==> src/design/irpd_pkg.sv <==
// Shared types, register indexes and widths for the pulse-distance frame decoder.
package irpd_pkg;

    localparam int IntervalW  = 17;
    localparam int CountW     = 6;
    localparam int ByteW      = 8;
    localparam int NumBytes   = 4;
    localparam int CmdByteIdx = 2;
    localparam int AddrByteIdx = 3;
    localparam int CfgIdxW    = 3;

    // Input beat layout
    localparam int SDataW = 24;
    // Output beat layout
    localparam int MDataW = 16;

    localparam int FrameBitsDefault = 32;

    // Decoupling queue; depth must be a power of two
    localparam int QueueDepth = 2;
    localparam int QPtrW      = $clog2(QueueDepth);
    localparam int QCntW      = $clog2(QueueDepth + 1);

    // Configuration register indexes
    localparam logic [CfgIdxW-1:0] REG_HEADER_MIN = 3'd0;
    localparam logic [CfgIdxW-1:0] REG_HEADER_MAX = 3'd1;
    localparam logic [CfgIdxW-1:0] REG_ZERO_MIN   = 3'd2;
    localparam logic [CfgIdxW-1:0] REG_ZERO_MAX   = 3'd3;
    localparam logic [CfgIdxW-1:0] REG_ONE_MIN    = 3'd4;
    localparam logic [CfgIdxW-1:0] REG_ONE_MAX    = 3'd5;

    // Reset values of the window bounds
    localparam logic [IntervalW-1:0] HeaderMinRst = 17'd10000;
    localparam logic [IntervalW-1:0] HeaderMaxRst = 17'd20000;
    localparam logic [IntervalW-1:0] ZeroMinRst   = 17'd500;
    localparam logic [IntervalW-1:0] ZeroMaxRst   = 17'd1800;
    localparam logic [IntervalW-1:0] OneMinRst    = 17'd1800;
    localparam logic [IntervalW-1:0] OneMaxRst    = 17'd3000;

    // Classified operation handed from front to back
    typedef enum logic [2:0] {
        OP_NONE   = 3'd0,
        OP_HEADER = 3'd1,
        OP_ONE    = 3'd2,
        OP_ZERO   = 3'd3,
        OP_READ   = 3'd4
    } t_op;

    // Queue status seen by front and back
    typedef struct packed {
        logic full;
        logic valid;
    } t_q_status;

endpackage

==> src/design/irpd_front.sv <==
// Front end: window bound registers and classification of incoming beats.
module irpd_front (
    input  logic                          i_clk,
    input  logic                          i_rst_n,
    input  logic                          i_cfg_valid,
    input  logic [irpd_pkg::CfgIdxW-1:0]  i_cfg_addr,
    input  logic [irpd_pkg::IntervalW-1:0] i_cfg_data,
    input  logic                          i_kind,
    input  logic [irpd_pkg::IntervalW-1:0] i_interval,
    output irpd_pkg::t_op                 o_op
);

    logic [irpd_pkg::IntervalW-1:0] r_hdr_min, r_hdr_max;
    logic [irpd_pkg::IntervalW-1:0] r_zero_min, r_zero_max;
    logic [irpd_pkg::IntervalW-1:0] r_one_min, r_one_max;
    logic in_hdr, in_zero, in_one;

    always_ff @(posedge i_clk) begin
        if (!i_rst_n) begin
            r_hdr_min  <= irpd_pkg::HeaderMinRst;
            r_hdr_max  <= irpd_pkg::HeaderMaxRst;
            r_zero_min <= irpd_pkg::ZeroMinRst;
            r_zero_max <= irpd_pkg::ZeroMaxRst;
            r_one_min  <= irpd_pkg::OneMinRst;
            r_one_max  <= irpd_pkg::OneMaxRst;
        end else if (i_cfg_valid) begin
            case (i_cfg_addr)
                irpd_pkg::REG_HEADER_MIN: r_hdr_min  <= i_cfg_data;
                irpd_pkg::REG_HEADER_MAX: r_hdr_max  <= i_cfg_data;
                irpd_pkg::REG_ZERO_MIN:   r_zero_min <= i_cfg_data;
                irpd_pkg::REG_ZERO_MAX:   r_zero_max <= i_cfg_data;
                irpd_pkg::REG_ONE_MIN:    r_one_min  <= i_cfg_data;
                irpd_pkg::REG_ONE_MAX:    r_one_max  <= i_cfg_data;
                default: ;
            endcase
        end
    end

    // Exclusive bounds on every window
    assign in_hdr  = (i_interval > r_hdr_min)  && (i_interval < r_hdr_max);
    assign in_zero = (i_interval > r_zero_min) && (i_interval < r_zero_max);
    assign in_one  = (i_interval > r_one_min)  && (i_interval < r_one_max);

    // Header wins over bit windows, one wins over zero
    always_comb begin
        if (i_kind)       o_op = irpd_pkg::OP_READ;
        else if (in_hdr)  o_op = irpd_pkg::OP_HEADER;
        else if (in_one)  o_op = irpd_pkg::OP_ONE;
        else if (in_zero) o_op = irpd_pkg::OP_ZERO;
        else              o_op = irpd_pkg::OP_NONE;
    end

endmodule

==> src/design/irpd_queue.sv <==
// Short queue of classified operations between front and back.
module irpd_queue (
    input  logic                 i_clk,
    input  logic                 i_rst_n,
    input  logic                 i_push,
    input  irpd_pkg::t_op        i_op,
    input  logic                 i_pop,
    output irpd_pkg::t_op        o_op,
    output irpd_pkg::t_q_status  o_status
);

    irpd_pkg::t_op r_mem [irpd_pkg::QueueDepth];
    logic [irpd_pkg::QPtrW-1:0] r_wr_ptr, r_rd_ptr;
    logic [irpd_pkg::QCntW-1:0] r_count;
    logic do_push, do_pop;

    assign o_status.full  = (r_count == irpd_pkg::QCntW'(irpd_pkg::QueueDepth));
    assign o_status.valid = (r_count != '0);
    assign do_push = i_push && !o_status.full;
    assign do_pop  = i_pop && o_status.valid;
    assign o_op    = r_mem[r_rd_ptr];

    always_ff @(posedge i_clk) begin
        if (do_push) begin
            r_mem[r_wr_ptr] <= i_op;
        end
    end

    always_ff @(posedge i_clk) begin
        if (!i_rst_n) begin
            r_wr_ptr <= '0;
            r_rd_ptr <= '0;
            r_count  <= '0;
        end else begin
            if (do_push) r_wr_ptr <= r_wr_ptr + 1'b1;
            if (do_pop)  r_rd_ptr <= r_rd_ptr + 1'b1;
            case ({do_push, do_pop})
                2'b10:   r_count <= r_count + 1'b1;
                2'b01:   r_count <= r_count - 1'b1;
                default: r_count <= r_count;
            endcase
        end
    end

endmodule

==> src/design/irpd_back.sv <==
// Back end: frame state, bit shifting, code flag and the output register.
module irpd_back #(
    parameter int FRAME_BITS = irpd_pkg::FrameBitsDefault
) (
    input  logic                      i_clk,
    input  logic                      i_rst_n,
    input  irpd_pkg::t_op             i_op,
    input  irpd_pkg::t_q_status       i_q_status,
    output logic                      o_pop,
    output logic                      o_valid,
    input  logic                      i_ready,
    output logic                      o_taken,
    output logic [irpd_pkg::ByteW-1:0] o_cmd,
    output logic                      o_pending
);

    logic [irpd_pkg::ByteW-1:0] r_bytes [irpd_pkg::NumBytes];
    logic [irpd_pkg::ByteW-1:0] n_bytes [irpd_pkg::NumBytes];
    logic [irpd_pkg::CountW-1:0] r_count, n_count, count_inc;
    logic r_armed, n_armed, r_flag, n_flag;
    logic r_out_valid, r_taken, n_taken, r_pending;
    logic [irpd_pkg::ByteW-1:0] r_cmd, n_cmd;
    logic [1:0] byte_sel;
    logic bit_val;

    // Advance when the output register is free or being drained
    assign o_pop = i_q_status.valid && (!r_out_valid || i_ready);

    assign byte_sel  = r_count[4:3];
    assign bit_val   = (i_op == irpd_pkg::OP_ONE);
    assign count_inc = r_count + 1'b1;

    always_comb begin
        n_bytes = r_bytes;
        n_count = r_count;
        n_armed = r_armed;
        n_flag  = r_flag;
        n_taken = 1'b0;
        n_cmd   = '0;
        case (i_op)
            irpd_pkg::OP_READ: begin
                if (r_flag) begin
                    n_taken = 1'b1;
                    n_cmd   = r_bytes[irpd_pkg::CmdByteIdx];
                    n_flag  = 1'b0;
                end
            end
            irpd_pkg::OP_HEADER: begin
                n_armed = 1'b1;
            end
            irpd_pkg::OP_ONE, irpd_pkg::OP_ZERO: begin
                if (r_armed) begin
                    // LSB first: new bit enters at the top of the byte
                    n_bytes[byte_sel] = {bit_val, r_bytes[byte_sel][irpd_pkg::ByteW-1:1]};
                    n_count = count_inc;
                    if (count_inc >= irpd_pkg::CountW'(FRAME_BITS)) begin
                        n_flag  = ((n_bytes[irpd_pkg::CmdByteIdx] &
                                    n_bytes[irpd_pkg::AddrByteIdx]) == '0);
                        n_armed = 1'b0;
                        n_count = '0;
                    end
                end
            end
            default: ;
        endcase
    end

    always_ff @(posedge i_clk) begin
        if (!i_rst_n) begin
            for (int i = 0; i < irpd_pkg::NumBytes; i++) r_bytes[i] <= '0;
            r_count     <= '0;
            r_armed     <= 1'b0;
            r_flag      <= 1'b0;
            r_out_valid <= 1'b0;
        end else begin
            if (o_pop) begin
                r_bytes <= n_bytes;
                r_count <= n_count;
                r_armed <= n_armed;
                r_flag  <= n_flag;
            end
            if (o_pop)        r_out_valid <= 1'b1;
            else if (i_ready) r_out_valid <= 1'b0;
        end
    end

    always_ff @(posedge i_clk) begin
        if (o_pop) begin
            r_taken   <= n_taken;
            r_cmd     <= n_cmd;
            r_pending <= n_flag;
        end
    end

    assign o_valid   = r_out_valid;
    assign o_taken   = r_taken;
    assign o_cmd     = r_cmd;
    assign o_pending = r_pending;

endmodule

==> src/design/ir_pulse_distance_frame_decoder_unit.sv <==
// Top level of the pulse-distance infrared frame decoder.
// Use: feed one beat per measured edge interval (tuser = 0, tdata = interval in
// microseconds) or per code read request (tuser = 1). Every input beat yields
// exactly one output beat: tuser flags a freshly taken code, tdata carries the
// command byte (zero unless taken) and the code-pending flag after that beat.
// Window bounds are written through the cfg channel; the user must write them only
// while the block is idle, which the block itself does not enforce; o_cfg_ready is always high.
// Path: the front classifies the beat and pushes it into the queue at the accepting
// edge; the back end then pops it, updates state and registers the output beat once
// the output register is free or being drained.
// Throughput: one beat per cycle while the receiver keeps tready high; the back end
// pops one queue entry per cycle.
// Stall: when the receiver holds tready low, the output register holds its beat,
// the back end stops popping and the two-entry queue absorbs the front; tready on
// the input side drops only once the queue is full.
// Reset (synchronous, active low): bounds return to their defaults, frame bytes,
// bit count, armed and pending flags clear, queue and output register empty.
module ir_pulse_distance_frame_decoder_unit #(
    parameter int FRAME_BITS = irpd_pkg::FrameBitsDefault
) (
    input  logic                           i_clk,
    input  logic                           i_rst_n,
    // Configuration write channel
    input  logic                           i_cfg_valid,
    output logic                           o_cfg_ready,
    input  logic [irpd_pkg::CfgIdxW-1:0]   i_cfg_addr,
    input  logic [irpd_pkg::IntervalW-1:0] i_cfg_data,
    // Input stream
    input  logic                           i_s_axis_tvalid,
    output logic                           o_s_axis_tready,
    input  logic [irpd_pkg::SDataW-1:0]    i_s_axis_tdata,  // [16:0] interval_us, rest zero
    input  logic                           i_s_axis_tuser,  // [0] kind
    // Output stream
    output logic                           o_m_axis_tvalid,
    input  logic                           i_m_axis_tready,
    output logic [irpd_pkg::MDataW-1:0]    o_m_axis_tdata,  // [7:0] command_byte, [8] code_pending
    output logic                           o_m_axis_tuser   // [0] code_taken
);

    irpd_pkg::t_op       front_op, back_op;
    irpd_pkg::t_q_status q_status;
    logic                s_beat, back_pop;
    logic [irpd_pkg::ByteW-1:0] cmd;
    logic                pending;

    assign o_cfg_ready     = 1'b1;
    // Accept whenever the queue has room, independent of the output side
    assign o_s_axis_tready = !q_status.full;
    assign s_beat          = i_s_axis_tvalid && o_s_axis_tready;

    irpd_front u_front (
        .i_clk      (i_clk),
        .i_rst_n    (i_rst_n),
        .i_cfg_valid(i_cfg_valid),
        .i_cfg_addr (i_cfg_addr),
        .i_cfg_data (i_cfg_data),
        .i_kind     (i_s_axis_tuser),
        .i_interval (i_s_axis_tdata[irpd_pkg::IntervalW-1:0]),
        .o_op       (front_op)
    );

    irpd_queue u_queue (
        .i_clk   (i_clk),
        .i_rst_n (i_rst_n),
        .i_push  (s_beat),
        .i_op    (front_op),
        .i_pop   (back_pop),
        .o_op    (back_op),
        .o_status(q_status)
    );

    irpd_back #(
        .FRAME_BITS(FRAME_BITS)
    ) u_back (
        .i_clk     (i_clk),
        .i_rst_n   (i_rst_n),
        .i_op      (back_op),
        .i_q_status(q_status),
        .o_pop     (back_pop),
        .o_valid   (o_m_axis_tvalid),
        .i_ready   (i_m_axis_tready),
        .o_taken   (o_m_axis_tuser),
        .o_cmd     (cmd),
        .o_pending (pending)
    );

    // Pack the output beat; spare bits are zero
    assign o_m_axis_tdata = {{(irpd_pkg::MDataW - irpd_pkg::ByteW - 1){1'b0}}, pending, cmd};

`ifndef ASSERT_OFF
    // Taking a code always clears the pending flag
    a_taken_clears: assert property (@(posedge i_clk) disable iff (!i_rst_n)
        (o_m_axis_tvalid && o_m_axis_tuser) |-> !o_m_axis_tdata[irpd_pkg::ByteW])
        else $error("code taken but still pending");

    // Command byte is zero on every beat that did not take a code
    a_cmd_zero: assert property (@(posedge i_clk) disable iff (!i_rst_n)
        (o_m_axis_tvalid && !o_m_axis_tuser) |-> (o_m_axis_tdata[irpd_pkg::ByteW-1:0] == '0))
        else $error("command byte set without a taken code");

    // An accepted beat is never lost between front and back
    a_beat_queued: assert property (@(posedge i_clk) disable iff (!i_rst_n)
        s_beat |=> q_status.valid)
        else $error("accepted beat missing from queue");
`endif

endmodule

==> config.mk <==
export PLATFORM = sky130hd
export DESIGN_NAME = ir_pulse_distance_frame_decoder_unit
export DESIGN_NICKNAME = d
export VERILOG_FILES = /design/src/design/irpd_pkg.sv /design/src/design/irpd_front.sv /design/src/design/irpd_queue.sv /design/src/design/irpd_back.sv /design/src/design/ir_pulse_distance_frame_decoder_unit.sv
export SDC_FILE = /design/constraint.sdc
export NUM_CORES = 1
export LEC_CHECK = 0
export BUFFER_PORTS_ARGS = -buffer_cell sky130_fd_sc_hd__buf_2
export CAP_MARGIN = 20
export CORE_UTILIZATION = 54
export DETAILED_ROUTE_END_ITERATION = 16
export PLACE_DENSITY = 0.88
export SYNTH_ARGS = -nofsm -noshare
export SYNTH_HDL_FRONTEND = slang
export SYNTH_SLANG_ARGS = --single-unit
==> constraint.sdc <==
create_clock -name i_clk -period 2.15 [get_ports i_clk]
set_input_delay 0.1075 -clock i_clk [delete_from_list [all_inputs] [get_ports i_clk]]
set_output_delay 0.1075 -clock i_clk [all_outputs]
set_load 0.02 [all_outputs]
==> metrics.md, run 1 <==
| Metric | Value |
|---|---|
| Status | finished with violations |
| Violated checks | setup timing |
| NetSw | 2.05 mW |
| Peak supply drop | 0.570 mV |
| Gr busiest metal | met2 |
| Post-synth top cells | nand2_1, dfxtp_1, a21oi_1, inv_1, ha_1 |
| Post-synth EDFFs | 16 |
| Vias in the first global route | 7438 |
| Port Buf Inserts | 54 |
| Crit-path max FO | 2 |
| Initial antenna violation count | 0 |
| TritonCTS Buffers | 17 |
| Clk_lat worst skew | between 0.4 and 0.5 ns |
| Diode count | 0 |
| Power per Cell Area | around 750 mW/mm^2 |
| Total Routing Usage GR | 28.8% |
| Initial Utilization | 55.6% |
| Max Cap Viol | 0 |
| DR WL/cell | 17.7 um |
| Top FF cell, synth | dfxtp_1 |
| Root cell of the clock tree | clkbuf_16 |
| Fin Clk Skew | between 0.01 and 0.015 ns |
| Post-synthesis cell type count | 54 |
| DRT Pass-1 Iters | 6 |
| Placed cell count | 1222 |
| Boundary Pins | 70 |
| Final setup fails | 4 |
| FF+latch count, synth | between 100 and 150 |
| Post-route DRC | 0 |
| FMAX | 427 MHz |
| Depth of the worst hold-timing path | 3 |
| CP Class | flop to flop |
| Met2 usage | approximately 50% |
| H-tree depth | 4 |
| Hold Crit Class | input port to flop |
| Synth area leaders | dfxtp_1, ha_1, nand2_1 |
| WP data required | 2.33 ns |
| Net switching share of the total power | 28.4% |
| First-pass GRT wire length | between 30000 and 40000 um |
| Nets | 1228 |
| Die Span Y | 124 um |
| Post-Layout Cell Count | 1274 |
| Max Slew Vio Count | 0 |
| Post-synthesis cell count | 989 |
| Final worst path period need | 2.34 ns |
| Clock transition at path regs | 0.06 ns |
| WHS | 0.00648 ns |
| Gr ovfl total | 0 |
| CTS tree | done |
| Average cell area after synthesis | 8.16 um^2 |
| Die Wd | 124 um |
| Final Hold Vio Count | 0 |
| Worst Reg-to-Reg Cells | 8 |
| GRT met1 Usage | 33.3% |
| Most frequent cell after synthesis | nand2_1 |
| Pre-CTS setup slack | -0.244 ns |
| First-iteration detailed-routing DRC count | 766 |
| Worst slew pin tran | 0.751 ns |
| Fin crit share | 109% |
| Setup slack after layout | -0.191 ns |
| Post-DRT Antenna Nets | 0 |
| Sequential power share | 42.6% |
| Clock power share | around 40% |
| Synth Warn # | 0 |
| Routability Congestion | about 0.9 |
| GR Util met3 | 7.30% |
| CP startpoint kind | flop |
| Synthesized area | 0.00807 mm^2 |
| Cell taking the most area after synthesis | dfxtp_1 |
| Cell internal pwr | 5.17 mW |
| Critical Path Sink Type | flop |
| Via count | 7517 |
| Final WL | between 20000 and 25000 um |
| Core Rows | 44 |
| DR vias/cell | 5.90 |
| Share of the synthesized area in the top cell type | 32.7% |
| Area grow syn2layout | 19.6% |
| WP data arrival | between 2 and 3 ns |
| Largest net degree at the start of global routing | 55 |
| Placed inst area | slightly below 0.009 mm^2 |
| Clk buf depth | 2 |
| Total Power | 7.22 mW |
| CTS Sinks | between 100 and 150 |
| Slew HR | 49.8% |
| Leak | 3.96 nW |
| Dpl hpwl | 14400 um |
| Die Area | about 0.015 mm^2 |
| Core Footprint | 0.0145 mm^2 |
| RSZ-0062 raised after global routing | yes |
| Combinational share of power | 17.2% |
| Finished Cell Area | 0.00966 mm^2 |
| Post-synth ARST share | 0% |
| Share of layout cells above drive strength 1 | between 10% and 20% |
| Sequential-to-total area share from yosys stat | 38.7% |
==> layer usage <==
layer	vias to the layer above	share of wire, %
met4	0	4.0
met1	3452	39
li1	3548	-
met2	417	47
met5	-	0
met3	100	9.7
==> state kept, by name, indices dropped and copies added, names as in the netlist, named ones only <==
signal / flops
u_back.r_armed: 1
u_back.r_bytes: 16
u_queue.r_count: 2
u_front.r_one_max: 17
u_queue.r_mem: 6
u_front.r_hdr_max: 17
u_front.r_hdr_min: 17
u_queue.r_rd_ptr: 1
u_back.o_valid: 1
u_back.o_cmd: 8
u_front.r_zero_min: 17
u_front.r_zero_max: 17
u_back.o_pending: 1
u_queue.r_wr_ptr: 1
u_back.r_count: 6
u_front.r_one_min: 17
u_back.r_flag: 1
u_back.o_taken: 1
==> critical path, cell delays in order, from the launching register on <==
cell	delay (ns)
dfxtp_1	0.34
inv_1	0.05
ha_1	0.31
a21oi_1	0.19
nor2_1	0.06
a2111oi_0	0.46
o311ai_1	0.24
and4_1	0.25
a22o_1	0.20
==> path summary, 6_finish.rpt <==
check	start	endpoint	slack (ns)
worst max register to register	u_front.r_zero_min[10]	u_queue.r_mem[1][0]	-0.19
worst max-delay path	u_front.r_zero_min[10]	u_queue.r_mem[1][0]	-0.19
worst min register to register	u_front.r_zero_min[13]	u_front.r_zero_min[13]	0.45
worst min-delay path	i_cfg_data[0]	u_front.r_hdr_max[0]	0.006
==> through the flow <==
step | util, % | setup TNS (ns)
global placement | 59.8 | -0.488
CTS | 65.5 | -0.157
global route | 66.4 | -1.14
finish | 66.4 | -0.619
floorplan | - | 0
detailed placement | 59.8 | -0.771
==> area by class of cell <==
cell class | instances | area, um^2
fillers | 1093 | 4880
multi-input cells | 695 | 4550
flip-flops and latches | 148 | 3130
repair buffers | 109 | 773
clock buffers | 19 | 433
inverters | 106 | 398
well taps | 184 | 230
clock inverters | 13 | 136
==> power by group through the flow <==
stage	registers [mW]	logic, mW	clock network [mW]
floorplan	3.23	0.633	0
global placement	3.13	1.08	0
detailed placement	3.14	1.12	0
CTS	3.08	1.18	2.90
global route	3.09	1.35	3.03
finish	3.08	1.24	2.91
==> logic make-up after synthesis <==
group | after synthesis | share of synthesized area (%)
AND/OR/NAND/NOR | 337 | 18.4
AO/OA/AOI/OAI | 228 | 17.1
buffers and inverters | 152 | 7.67
flip-flops | 148 | 38.7
adder cells (fa/ha/maj) | 101 | 15.7
multiplexers | 12 | 1.49
XOR/XNOR | 9 | 0.976
other | 2 | 0.0930
==> placed cells by master, fill, tap and decap left out, drive strengths merged, types with 4 or more instances in the layout <==
master and instances:
a21oi 114, xor2 4, o21ai 30, xnor2 5
nand4 16, nand2b 7, a31oi 4, and3 6
mux2i 12, a211oi 7, dfxtp 132, ha 101
inv 107, a21o 12, clkbuf 19, clkinv 7
nor2 40, nand3 17, nor3 4, edfxtp 16
and2 8, buf 93, dlygate4sd3 16, conb 8
nor2b 10, nand2 212, o211ai 35
==> repair_timing <==
item | CTS | global route
pin swaps | 12 | 7
setup endpoints to repair | 4 | 7
buffers inserted | 2 | 2
gates resized for setup | 20 | 21
hold buffers | 16 | 0
hold endpoints to repair | 61 | 0
Note: power is estimated with default switching activity, not from simulation.
==> run 2, diff against run 1 <==
--- a/config.mk
+++ b/config.mk
@@ -9,7 +9,9 @@
 export CAP_MARGIN = 20
 export CORE_UTILIZATION = 54
 export DETAILED_ROUTE_END_ITERATION = 16
+export MAX_ROUTING_LAYER = met4
 export PLACE_DENSITY = 0.88
+export RECOVER_POWER = 100
 export SYNTH_ARGS = -nofsm -noshare
 export SYNTH_HDL_FRONTEND = slang
 export SYNTH_SLANG_ARGS = --single-unit
==> metrics.md, run 2 (synthesis gave the netlist of run 1 again) <==
| Metric | Value |
|---|---|
| RSZ-0062 raised after global routing | yes |
| Hold Crit Class | input port to flop |
| Die Area | 0.0154 mm^2 (unchanged) |
| Post-DRT Antenna Nets | 0 (unchanged) |
| Final Hold Vio Count | 0 (unchanged) |
| TritonCTS Buffers | 17 (unchanged) |
| DR WL/cell | 17.7 um (about the same) |
| Fin Clk Skew | 0.00824 ns (-0.00194 ns) |
| Max Slew Vio Count | 0 (unchanged) |
| Final WL | 22500 um (about the same) |
| Total Power | 7.19 mW (-0.45%) |
| Fill cells | 1117 (+2.2%) |
| Slew HR | 12.2% (-38 points) |
| DR vias/cell | 5.94 (+0.74%) |
| Largest net degree at the start of global routing | 55 (unchanged) |
| Final worst path period need | 2.41 ns (+0.0668 ns) |
| Initial Utilization | 55.6% (unchanged) |
| CTS tree | done |
| CTS Sinks | 148 (unchanged) |
| Area of the multi-input gates | 0.00454 mm^2 (-0.16%) |
| Critical Path Sink Type | flop |
| CP Class | flop to flop |
| Status | finished with violations |
| Die Span Y | 124 um (unchanged) |
| Dpl hpwl | 14400 um (unchanged) |
| Die Wd | 124 um (unchanged) |
| Clock transition at path regs | 0.06 ns (about the same) |
| WHS | 0.00157 ns (-0.00491 ns) |
| DRT Pass-1 Iters | 7 (+1) |
| CP startpoint kind | flop |
| Most common cell after layout, fill and taps aside | nand2_1 |
| Peak supply drop | 0.576 mV (+1.0%) |
| Area grow syn2layout | 18.8% |
| Gr ovfl total | 0 (unchanged) |
| WP data arrival | 2.59 ns (+0.07 ns) |
| Vias in the first global route | 7437 (-0.013%) |
| Setup TNS | -0.796 ns (-0.177 ns) |
| H-tree depth | 4 (unchanged) |
| Fin crit share | 112% (+3.1 points) |
| Crit-path max FO | 2 (unchanged) |
| Worst slew pin tran | 1.32 ns (+0.566 ns) |
| Register Area | 0.00313 mm^2 (unchanged) |
| Diode count | 0 (unchanged) |
| Commonest cells after routing, fill and taps aside | nand2_1, dfxtp_1, a21oi_1 |
| Routability Congestion | 0.903 (+1.7%) |
| Share of layout cells above drive strength 1 | 12.1% (-2.6 points) |
| Worst path buffer plus inverter count | 1 (unchanged) |
| Cells along the critical path | inv_1 -> ha_1 -> a21oi_1 -> nor2_1 -> a2111oi_0 -> o311ai_1 -> and4_1 -> a22o_1 |
| Final Util | 66.0% (-0.46 points) |
| First-iteration detailed-routing DRC count | 758 (-1.0%) |
| Max Cap Viol | 0 (unchanged) |
| Leak | 3.87 nW (-2.4%) |
| Boundary Pins | 70 (unchanged) |
| Core Footprint | 0.0145 mm^2 (unchanged) |
| Port Buf Inserts | 54 (unchanged) |
| Violated checks | setup timing |
| Core Rows | 44 (unchanged) |
| Crit-path slowest cell | a2111oi_0 |
| Clk_lat worst skew | 0.44 ns (about the same) |
| Final setup fails | 4 (unchanged) |
| First-pass GRT wire length | 35600 um (+0.12%) |
| WP data required | 2.33 ns (about the same) |
| FMAX | 415 MHz (-2.8%) |
| Clk buf depth | 2 (unchanged) |
| Setup slack after layout | -0.257 ns (-0.0668 ns) |
| Root cell of the clock tree | clkbuf_16 |
| CP top delay family | compound AO/OA/AOI/OAI gates |
| Total Routing Usage GR | 29.7% (+0.90 points) |
| Nets | 1228 (unchanged) |
| Post-route DRC | 0 (unchanged) |
| Via count | 7573 (+0.74%) |
| Initial antenna violation count | 0 (unchanged) |
| Power per Cell Area | 750 mW/mm^2 (+0.26%) |
| CP max stage delay | 0.46 ns (about the same) |
-- run 2: power breakdown --
part	internal [mW]	switching, mW	leakage (nW)
clock	1.70	1.21	0.271
sequential	3.00	0.0786	1.23
combinational	0.429	0.770	2.37
total	5.13	2.06	3.87
-- run 2: worst paths after layout --
path	from	end	slack [ns]	depth (start not counted)
setup reg to reg	u_front.r_zero_min[10]	u_queue.r_mem[1][0]	-0.26	8
hold reg to reg	u_front.r_hdr_max[2]	u_front.r_hdr_max[2]	0.45	2
hold / removal	i_cfg_data[0]	u_front.r_hdr_max[0]	0.002	3
setup / recovery	u_front.r_zero_min[10]	u_queue.r_mem[1][0]	-0.26	8
-- run 2: metrics by stage --
step / setup slack, ns / instances / cell area, um^2
2_1_floorplan: 0.0500 / 995 / 8100
3_3_place_gp: -0.147 / 1222 / 8700
3_5_place_dp: -0.244 / 1222 / 8700
4_1_cts: -0.0571 / 1272 / 9530
5_1_grt: -0.402 / 1274 / 9590
6_report: -0.257 / 1274 / 9590
-- run 2: worst register-to-register path, delay by kind of cell (launching register included) --
family	cells	cell delay [ns]
compound gates	4	1.11
flops	1	0.34
fa+ha+maj	1	0.31
buf+inv	1	0.05
simple gates	2	0.33
-- run 2: area by class of cell --
cell class / count / area share (%)
inverter: 106 / 4.15
tap: 184 / 2.40
clock buffer: 19 / 4.52
timing repair buffer: 109 / 7.44
clock inverter: 13 / 1.42
sequential: 148 / 32.7
multi-input combinational: 695 / 47.4
-- run 2: repair_timing --
action,4_1_cts,5_1_grt
buffers inserted,2,2
hold endpoints to repair,61,0
cloned,0,0
setup endpoints to repair,4,7
gates resized for setup,20,22
hold buffers,16,0
pin swaps,12,7
-- run 2: per-layer routing --
layer  track usage, %  share of wire (%)  vias to the layer above
li1                 -                  -                     3549
met1             33.4                 38                     3497
met2             49.2                 48                      434
met3             7.73                9.5                       93
met4             14.1                4.0                        0
met5                -                  0                        -
